$ cat config.mk
export PLATFORM = sky130hd
export DESIGN_NAME = per_key_min_interval_monitor_top
export DESIGN_NICKNAME = d
export VERILOG_FILES = /design/src/hw/rtl/pkmim_pkg.sv /design/src/hw/rtl/per_key_min_interval_monitor_top.sv
export VERILOG_INCLUDE_DIRS = /design/src /design/src/hw/rtl
export SDC_FILE = /design/constraint.sdc
export NUM_CORES = 2
export LEC_CHECK = 0
export ABC_AREA = 1
export BUFFER_PORTS_ARGS = -buffer_cell sky130_fd_sc_hd__buf_2
export CORE_MARGIN = 2
export CORE_UTILIZATION = 35
export CTS_BUF_LIST = sky130_fd_sc_hd__clkbuf_16
export DETAILED_ROUTE_END_ITERATION = 7
export GPL_ROUTABILITY_DRIVEN = 0
export PLACE_DENSITY = 0.46
export SYNTH_ARGS = -nofsm -noshare
export SYNTH_HDL_FRONTEND = slang
export SYNTH_SLANG_ARGS = --single-unit
$ cat constraint.sdc
create_clock -name i_clk -period 8 [get_ports i_clk]
set_input_delay 0.4 -clock i_clk [delete_from_list [all_inputs] [get_ports i_clk]]
set_output_delay 0.4 -clock i_clk [all_outputs]
set_load 0.1 [all_outputs]
$ cat src/hw/rtl/per_key_min_interval_monitor_top_macros.svh
// Assertion helpers for the interval monitor.
// Both forms sample on the rising clock and are disabled while reset is low.
`ifndef PER_KEY_MIN_INTERVAL_MONITOR_TOP_MACROS_SVH
`define PER_KEY_MIN_INTERVAL_MONITOR_TOP_MACROS_SVH

// The consequent must hold in the same cycle as the antecedent.
`define PKMIM_ASSERT_NOW(label, ante, cons, msg) \
    label: assert property (@(posedge i_clk) disable iff (!i_rst_n) \
        (ante) |-> (cons)) else $error(msg);

// The consequent must hold in the cycle after the antecedent.
`define PKMIM_ASSERT_NEXT(label, ante, cons, msg) \
    label: assert property (@(posedge i_clk) disable iff (!i_rst_n) \
        (ante) |=> (cons)) else $error(msg);

`endif

$ cat src/hw/rtl/pkmim_pkg.sv
package pkmim_pkg;

    // Default sizing of the key table.
    localparam int ENTRIES_DEF  = 32;
    localparam int KEY_BITS_DEF = 16;

    // Fixed field widths.
    localparam int KEY_IN_W   = 16;
    localparam int TICK_W     = 32;
    localparam int THRESH_W   = 20;
    localparam int COUNT_W    = 16;
    localparam int SLOT_OUT_W = 5;

    localparam logic [THRESH_W-1:0] THRESH_RESET = THRESH_W'(3000);
    localparam logic [COUNT_W-1:0]  COUNT_MAX    = '1;

    // Verdict codes on the result word.
    typedef enum logic [1:0] {
        V_EXISTING  = 2'd0,
        V_NEW       = 2'd1,
        V_UNTRACKED = 2'd2,
        V_ALERT     = 2'd3
    } t_verdict;

    // Sequencer states.
    typedef enum logic [1:0] {
        S_IDLE,
        S_FETCH,
        S_CMP
    } t_state;

endpackage

$ cat src/hw/rtl/per_key_min_interval_monitor_top.sv
// Channel   Direction  Handshake                  Word
// in        input      i_in_valid / o_in_ready    i_event_key, i_now_tick
// out       output     o_out_valid / i_out_ready  o_verdict, o_repeat_count, o_slot_index
// cfg       input      i_cfg_we (no wait)         i_cfg_wdata (threshold in ms)
//
// An input word scans k table slots, k being at least 1 and at most ENTRIES,
// with one table memory read and one compare per slot.
// The threshold compare and the table update share the compare cycle.
// Reset (synchronous, active low) empties the table through the fill count and
// loads the threshold with 3000; no clearing pass is needed.
// A stalled output holds the finishing word in the compare state until taken.
module per_key_min_interval_monitor_top
    import pkmim_pkg::*;
#(
    parameter int ENTRIES  = ENTRIES_DEF,
    parameter int KEY_BITS = KEY_BITS_DEF
) (
    input  logic                  i_clk,
    input  logic                  i_rst_n,
    input  logic                  i_in_valid,
    output logic                  o_in_ready,
    input  logic [KEY_IN_W-1:0]   i_event_key,
    input  logic [TICK_W-1:0]     i_now_tick,
    output logic                  o_out_valid,
    input  logic                  i_out_ready,
    output logic [1:0]            o_verdict,
    output logic [COUNT_W-1:0]    o_repeat_count,
    output logic [SLOT_OUT_W-1:0] o_slot_index,
    input  logic                  i_cfg_we,
    input  logic [THRESH_W-1:0]   i_cfg_wdata
);

    localparam int KW     = (KEY_BITS < KEY_IN_W) ? KEY_BITS : KEY_IN_W;
    localparam int IDX_W  = (ENTRIES > 1) ? $clog2(ENTRIES) : 1;
    localparam int FILL_W = $clog2(ENTRIES + 1);

    // Table memory: key, last tick and call count per slot.
    logic [KW-1:0]      key_mem   [ENTRIES];
    logic [TICK_W-1:0]  tick_mem  [ENTRIES];
    logic [COUNT_W-1:0] count_mem [ENTRIES];

    // Control registers.
    t_state              r_state, n_state;
    logic [FILL_W-1:0]   r_fill, n_fill;
    logic                r_out_valid, n_out_valid;
    logic [THRESH_W-1:0] r_thr;

    // Working and payload registers.
    logic [IDX_W-1:0]      r_idx, n_idx;
    logic [KW-1:0]         r_key, n_key;
    logic [TICK_W-1:0]     r_tick, n_tick;
    logic [KW-1:0]         r_rd_key;
    logic [TICK_W-1:0]     r_rd_tick;
    logic [COUNT_W-1:0]    r_rd_cnt;
    t_verdict              r_verdict, n_verdict;
    logic [COUNT_W-1:0]    r_count, n_count;
    logic [SLOT_OUT_W-1:0] r_slot, n_slot;

    // Memory write port.
    logic               w_en;
    logic [IDX_W-1:0]   w_addr;
    logic [TICK_W-1:0]  w_tick;
    logic [COUNT_W-1:0] w_cnt;

    logic                        hit;
    logic                        more;
    logic                        out_free;
    logic                        too_soon;
    logic [TICK_W-1:0]           diff;
    logic [COUNT_W-1:0]          cnt_inc;
    logic [IDX_W+SLOT_OUT_W-1:0] idx_wide;
    logic [IDX_W+SLOT_OUT_W-1:0] fill_wide;

    // Compare-cycle datapath: key match, wrapped tick difference, saturating count.
    always_comb begin
        hit       = (FILL_W'(r_idx) < r_fill) && (r_rd_key == r_key);
        more      = (FILL_W'(r_idx) + FILL_W'(1)) < r_fill;
        out_free  = !r_out_valid || i_out_ready;
        diff      = r_tick - r_rd_tick;
        too_soon  = diff < {{(TICK_W-THRESH_W){1'b0}}, r_thr};
        cnt_inc   = (r_rd_cnt == COUNT_MAX) ? r_rd_cnt : r_rd_cnt + COUNT_W'(1);
        idx_wide  = {{SLOT_OUT_W{1'b0}}, r_idx};
        fill_wide = {{SLOT_OUT_W{1'b0}}, r_fill[IDX_W-1:0]};
    end

    // Sequencer: next state, table update and result word.
    always_comb begin
        n_state     = r_state;
        n_idx       = r_idx;
        n_fill      = r_fill;
        n_key       = r_key;
        n_tick      = r_tick;
        n_out_valid = r_out_valid && !i_out_ready;
        n_verdict   = r_verdict;
        n_count     = r_count;
        n_slot      = r_slot;
        w_en        = 1'b0;
        w_addr      = r_idx;
        w_tick      = r_tick;
        w_cnt       = cnt_inc;
        case (r_state)
            S_IDLE: begin
                if (i_in_valid) begin
                    n_key   = i_event_key[KW-1:0];
                    n_tick  = i_now_tick;
                    n_idx   = '0;
                    n_state = S_FETCH;
                end
            end
            S_FETCH: begin
                n_state = S_CMP;
            end
            S_CMP: begin
                if (!hit && more) begin
                    n_idx   = r_idx + IDX_W'(1);
                    n_state = S_FETCH;
                end else if (out_free) begin
                    n_out_valid = 1'b1;
                    n_state     = S_IDLE;
                    if (hit) begin
                        n_slot = idx_wide[SLOT_OUT_W-1:0];
                        if (too_soon) begin
                            n_verdict = V_ALERT;
                            n_count   = r_rd_cnt;
                        end else begin
                            w_en      = 1'b1;
                            n_verdict = V_EXISTING;
                            n_count   = cnt_inc;
                        end
                    end else if (r_fill < FILL_W'(ENTRIES)) begin
                        w_en      = 1'b1;
                        w_addr    = r_fill[IDX_W-1:0];
                        w_cnt     = COUNT_W'(1);
                        n_fill    = r_fill + FILL_W'(1);
                        n_verdict = V_NEW;
                        n_count   = COUNT_W'(1);
                        n_slot    = fill_wide[SLOT_OUT_W-1:0];
                    end else begin
                        n_verdict = V_UNTRACKED;
                        n_count   = '0;
                        n_slot    = '0;
                    end
                end
            end
            default: begin
                n_state = S_IDLE;
            end
        endcase
    end

    // Control state and the threshold register.
    always_ff @(posedge i_clk) begin
        if (!i_rst_n) begin
            r_state     <= S_IDLE;
            r_fill      <= '0;
            r_out_valid <= 1'b0;
            r_thr       <= THRESH_RESET;
        end else begin
            r_state     <= n_state;
            r_fill      <= n_fill;
            r_out_valid <= n_out_valid;
            if (i_cfg_we) begin
                r_thr <= i_cfg_wdata;
            end
        end
    end

    // Working registers and the output word.
    always_ff @(posedge i_clk) begin
        r_idx     <= n_idx;
        r_key     <= n_key;
        r_tick    <= n_tick;
        r_verdict <= n_verdict;
        r_count   <= n_count;
        r_slot    <= n_slot;
    end

    // Table memory with one write port and a registered read port.
    always_ff @(posedge i_clk) begin
        if (w_en) begin
            key_mem[w_addr]   <= r_key;
            tick_mem[w_addr]  <= w_tick;
            count_mem[w_addr] <= w_cnt;
        end
        if (r_state == S_FETCH) begin
            r_rd_key  <= key_mem[r_idx];
            r_rd_tick <= tick_mem[r_idx];
            r_rd_cnt  <= count_mem[r_idx];
        end
    end

    assign o_in_ready     = (r_state == S_IDLE);
    assign o_out_valid    = r_out_valid;
    assign o_verdict      = r_verdict;
    assign o_repeat_count = r_count;
    assign o_slot_index   = r_slot;

    // Checks on the sequencer and the fill count.
`include "per_key_min_interval_monitor_top_macros.svh"

    `PKMIM_ASSERT_NOW(a_fill_bound, 1'b1, r_fill <= FILL_W'(ENTRIES), "fill count beyond table size")
    `PKMIM_ASSERT_NEXT(a_busy_after_accept, i_in_valid && o_in_ready, !o_in_ready && (r_state == S_FETCH), "accepted word did not start a scan")
    `PKMIM_ASSERT_NEXT(a_fill_step, 1'b1, (r_fill == $past(r_fill)) || (r_fill == $past(r_fill) + FILL_W'(1)), "fill count moved by more than one")
    `PKMIM_ASSERT_NOW(a_write_only_on_finish, w_en, (r_state == S_CMP) && out_free, "table written outside a finishing compare")

endmodule

# Word level (Yosys, flattened, before mapping)

Memories as Yosys holds them, arrays and structs flattened. A register that Yosys moved wholly into a read port is not among the register bits.
Cells that the tools add are included.
W data, S select, Z words.

Register bits: 105
Logic and storage cells: 82
Latch bits: 0
Memories kept: 3
Bits in read-only memories: 0
Output and inout port bits: 25
Input port bits: 73
RAM bits: 2048

Memories:

| name      | depth | width | rd ports | clocked after Yosys merged registers in | write ports | RTL line                               | RTL |
|---|---|---|---|---|---|---|---|
| tick_mem  | 32    | 32    | 1        | 1                                       | 1           | per_key_min_interval_monitor_top.sv:39 | `logic [TICK_W-1:0] tick_mem [ENTRIES];` |
| count_mem | 32    | 16    | 1        | 1                                       | 1           | per_key_min_interval_monitor_top.sv:40 | `logic [COUNT_W-1:0] count_mem [ENTRIES];` |
| key_mem   | 32    | 16    | 1        | 1                                       | 1           | per_key_min_interval_monitor_top.sv:38 | `logic [KW-1:0] key_mem [ENTRIES];` |

Add/sub/neg operators: 5
Bitwise gates (word level): 2
Multipliers: 0
Div/mod/pow operators: 0
Order comparisons: 4
Equality and inequality tests: 7
Shift-type cells: 0
Muxes and demuxes: 37
Reduce and logical (&&, ||, !) cells: 14

Operators by type and width:

| operator                | number |
|---|---|
| $mux W16                | 8 |
| $mux W5                 | 9 |
| $lt A32 B20 Y1          | 1 |
| $sub A32 B32 Y32        | 1 |
| $add A16 B1 Y16 const B | 1 |
| $eq A16 B16 Y1          | 1 |
| $eq A16 B16 Y1 const B  | 1 |
| $mux W1                 | 12 |
| $mux W2                 | 6 |
| $pmux W5 S2             | 1 |
| $add A5 B1 Y6 const B   | 1 |
| $add A6 B1 Y6 const B   | 1 |
| $lt A5 B6 Y1            | 1 |
| $lt A6 B6 Y1            | 1 |
| $lt A6 B6 Y1 const B    | 1 |
| $pmux W2 S3             | 1 |
| $reduce_and A3 Y1       | 2 |
| $add A5 B1 Y5 const B   | 1 |
| $reduce_and A5 Y1       | 1 |
| $ne A2 B2 Y1 const B    | 2 |
| $reduce_and A2 Y1       | 2 |
| $logic_and A1 B1 Y1     | 3 |
| $logic_not A1 Y1        | 3 |
| $ne A3 B3 Y1 const B    | 1 |
| other kinds (6)         | 7 |

# Longest topological paths before layout

Word-level depth: 9
Depth in mapped cells: 26
Gate-level depth less buffers: 25

# Worst setup path before layout

Ideal clock, no wire load.

Kind: register -> register
Start point: register r_idx[2]
End point: memory count_mem[10][0] (enable)
Arrival time: 5811 ps
Required time: 7514 ps
Buffers on the path: 3
Clock period less this slack: 6297 ps
Stages on the path, launching flop included: 21
Setup time: 486 ps
Slack: 1703 ps
Cell sequence: edfxtp_1 -> inv_1 -> clkbuf_1 -> clkbuf_1 -> clkbuf_1 -> o31ai_1 -> nand2_1 -> inv_1 -> ha_1 -> nand2_1 -> inv_1 -> o21ai_0 -> nand3_1 -> inv_1 -> nand2_2 -> nand2_2 -> nor2_4 -> nand2_2 -> a21oi_2 -> nand3_2 -> nor2_1

Longest elaborated chain between the ends: 8
Elaborated cells between the ends (all ways): 17
Classes of those cells: add/sub: 1; order compare: 2; mux: 11; reduce/logical: 3

Ends and longest elaborated chain:

| what                                                  | RTL line                                | RTL |
|---|---|---|
| from (decl)                                           | per_key_min_interval_monitor_top.sv:49  | `logic [IDX_W-1:0] r_idx, n_idx;` |
| from (signal assigned)                                | per_key_min_interval_monitor_top.sv:170 | `r_idx <= n_idx;` |
| branches (longest 8 deep; another with $add A5 B1 Y6) | --                                      |  |
| to (decl)                                             | per_key_min_interval_monitor_top.sv:40  |  |

Several ways; the timed one is not identified.

# Worst setup path in the final report

Start point: register r_tick[0]
End point: memory count_mem[28][6] (enable)

Longest elaborated chain between the ends: 9

Ends and longest elaborated chain:

| what                          | RTL line                                | RTL |
|---|---|---|
| from (decl)                   | per_key_min_interval_monitor_top.sv:51  | `logic [TICK_W-1:0] r_tick, n_tick;` |
| from (signal assigned)        | per_key_min_interval_monitor_top.sv:172 | `r_tick <= n_tick;` |
| $sub A32 B32 Y32              | per_key_min_interval_monitor_top.sv:79  | `diff = r_tick - r_rd_tick;` |
| $lt A32 B20 Y1                | per_key_min_interval_monitor_top.sv:80  | `too_soon = diff < {{(TICK_W-THRESH_W){1'b0}}, r_thr};` |
| $mux W1                       | per_key_min_interval_monitor_top.sv:122 | `if (too_soon) begin` |
| $mux W1                       | per_key_min_interval_monitor_top.sv:120 | `if (hit) begin` |
| $mux W1                       | per_key_min_interval_monitor_top.sv:117 | `end else if (out_free) begin` |
| $mux W1                       | per_key_min_interval_monitor_top.sv:114 | `if (!hit && more) begin` |
| $mux W1                       | per_key_min_interval_monitor_top.sv:101 | `case (r_state)` |
| $mux W1                       | per_key_min_interval_monitor_top.sv:180 | `if (w_en) begin` |
| $mux W1 (not written as such) | per_key_min_interval_monitor_top.sv:183 | `count_mem[w_addr] <= w_cnt;` |

Every way passes these cells.

==> results.md <==
- Critical path class: flop to flop
- Critical path data arrival time: 6.72 ns
- Core Util, Final: 40.1%
- Die area: 0.259 sq mm
- Worst Path Max Fanout: 39
- CP most frequent cell: nand2_1
- Synth async-reset ratio: 0%
- Crit-path cells: buf_4, inv_1, ha_1, inv_1, fa_1, nand3_1, nand2_1, nand2_1, nand2_2, nand3_1, nand2_1, xor2_1, ha_1, nand2_1, inv_1, nand3_1, nor3_1, nand2_1, a21oi_1, nor2_1, nand4_1, nand3_1, nor2_4, buf_4
- Post-CTS setup buffers: 0
- Crit path max-delay family: simple AND/OR/NAND/NOR gates
- Slowest cell on crit path: nor2_4
- Die X: 509 microns
- Starting density of the core: 35.1%
- Port bufs: 97
- Post-cts gate resize count: 0
- DR vias: 59100
- Final hold vios: 0
- DRT Pass-1 Iters: 6
- Detail Route Antenna Nets: 0
- Cells after synthesis: 7058
- Cell Rows: 185
- Worst IR drop on VDD: 188 uV
- Primary FF master, synth: edfxtp_1
- Avg Vias per Cell: 5.48
- Worst slew margin: 13.8%
- Gr usage total: 23.2%
- Core ar.: 0.254 sq mm
- CTS tree: done
- Largest net degree at the start of global routing: 161
- DP HPWL: 180000 microns
- Setup Viol. Count Final: 0
- Clock skew: 0.0455 ns
- Buf+Inv Stages, Crit Path: 5
- Clock Latency Late Sink: 0.90 ns
- Highest clock rate: 0.161 GHz
- CTS Root Cell: clkbuf_16
- Syn_area_per_cell: 12.6 sq um
- Min Tclk post-route: 6.22 ns
- R2R Setup Slk: 1.78 ns
- Grt total ovfl: 0
- Post-synth EDFFs: 2188
- Share of layout cells above drive strength 1: 9.25%
- Max-cap violations: 0
- Number of global-route vias before repair: 56100
- FF+latch count, synth: 2217
- Measured slew at the worst slew-check pin: 1.29 ns
- H-Tree Depth: 4
- Setup crit start kind: flop
- Outcome: finished clean
- Antenna violations before repair: 32
- Worst Hold Class: input pin to flop
- Area growth syn-to-layout: 14.2%
- DRC: 0
- CTS buffer count: 227
- CTS clock-pin slew for the worst setup and hold paths: 0.06 ns
- CTS max path bufs: 3
- Final Cycle Share: 77.7%
- First-pass GRT wire length: 431000 microns
- WL/cell: 28.4 microns
- Yosys cell types: 48
- TNS Setup: 0 ns
- Clk sinks: 2217
- Register area share after synthesis: 74.3%
- Synthesis Warnings: 0
- Final Slew Violations: 0
- Power per standard cell area: 274 mW/mm^2
- Synth Net Count: 7194
- WL final: 306000 microns
- RSZ-0062 raised after global routing: no
- Post-Syn Area: 0.0892 sq mm
- DR iter-0 viols: 6730
- Leakage power: 34.0 nW
- Max stage delay on crit path: 0.87 ns
- CP Data Required Time: 8.50 ns
- Worst setup EP type: flop
- Final nets: 7350
- Die height: 509 microns
- Num ports: 98
==> cell usage after synthesis, types with 12 or more instances <==
cell type / instances / share of area (%)
inv_1: 238 / 1.0
or2_2: 13 / 0.091
ha_1: 62 / 0.87
o31ai_1: 12 / 0.10
o221ai_1: 62 / 0.61
a21oi_1: 93 / 0.52
nand2_1: 516 / 2.2
xor2_1: 30 / 0.29
clkbuf_1: 349 / 1.5
nand3_1: 55 / 0.31
o21ai_0: 1258 / 7.1
buf_1: 17 / 0.071
a31oi_1: 19 / 0.13
nand3_2: 12 / 0.13
buf_2: 81 / 0.45
dfxtp_1: 29 / 0.65
edfxtp_1: 2188 / 74
nand2_2: 12 / 0.084
nand4_1: 14 / 0.098
nor2_1: 1375 / 5.8
o22ai_1: 532 / 3.7
==> kinds of logic after synthesis <==
family	synth area share [%]
DFF	74.3
and+or+nand+nor	8.89
AOI/OAI and AO/OA	12.5
buffers and inverters	3.11
adders and majority gates	0.892
xor gates and xnor gates	0.353
==> metrics by stage <==
| stage | cells | hold slack, ns | total power, mW | cell area, sq um | setup slack [ns] |
|---|---|---|---|---|---|
| final | 10800 | 0.101 | 27.9 | 102000 | 1.78 |
| after floorplan | 7058 | 0.439 | 16.0 | 89200 | 1.70 |
| after detailed placement | 10300 | 0.490 | 18.0 | 94000 | 1.78 |
| after global placement | 10300 | 0.470 | 18.0 | 94000 | 1.73 |
| after CTS | 10800 | 0.0226 | 28.1 | 102000 | 1.74 |
| after global routing | 10800 | 0.0196 | 28.9 | 102000 | 1.35 |
==> final timing paths <==
check / from / cells after the start / endpoint
setup / recovery: r_tick[0] / 24 / count_mem[28][6]
hold / removal: i_now_tick[1] / 1 / r_tick[1]
setup reg to reg: r_tick[0] / 24 / count_mem[28][6]
hold reg to reg: r_thr[16] / 2 / r_thr[16]
==> cells in the final DEF, fill, tap and decap left out, drive strengths merged, types with 14 or more instances in the layout <==
cell,netlist,layout
diode,0,16
nor2,1388,1388
buf,106,285
xor2,30,30
clkbuf,349,232
edfxtp,2188,2188
dlygate4sd3,0,97
o21ai,1266,1266
o22ai,532,532
ha,62,62
o221ai,62,62
nand2,528,528
clkinv,2,98
nand4,15,15
a21oi,94,94
a31oi,19,19
inv,244,320
or2,14,14
dfxtp,29,29
nand3,67,67
==> metal layers <==
metal	GRT usage, %	up-vias	part of all wire (%)
li1	-	26200	-
met1	33.2	30200	45
met2	34.8	2308	44
met3	5.78	348	8.5
met4	6.75	10	2.7
met5	0	-	0.023
==> repair_timing <==
action                                 4_1_cts  5_1_grt
setup endpoints to repair                    0        0
endpoints found under the hold margin       73        0
hold buffers                                97        0
==> power breakdown <==
group | internal (mW) | leakage, nW | switching (mW) | total (mW)
Combinational | 1.11 | 10.4 | 3.51 | 4.61
Sequential | 13.1 | 20.0 | 0.107 | 13.2
Clock | 5.57 | 3.71 | 4.53 | 10.1
==> sequential cells by signal, indices dropped and copies added, names as in the netlist, 2 cells and up <==
| signal | count |
|---|---|
| tick_mem | 1024 |
| r_thr | 20 |
| r_tick | 32 |
| r_rd_key | 16 |
| r_key | 16 |
| count_mem | 512 |
| o_repeat_count | 16 |
| o_verdict | 2 |
| o_slot_index | 5 |
| r_fill | 6 |
| r_rd_cnt | 16 |
| r_rd_tick | 32 |
| r_idx | 5 |
| r_state | 2 |
| key_mem | 512 |
==> cell type report <==
type,count,area (sq um)
diodes,16,40.0
clock buffers,232,5810
clock inverters,187,1180
fillers,23800,152000
inverters,246,957
multi-input cells,4140,20400
flip-flops and latches,2217,66300
well taps,3366,4210
repair buffers,382,3030
No activity file was read; power rests on OpenSTA's default activity.
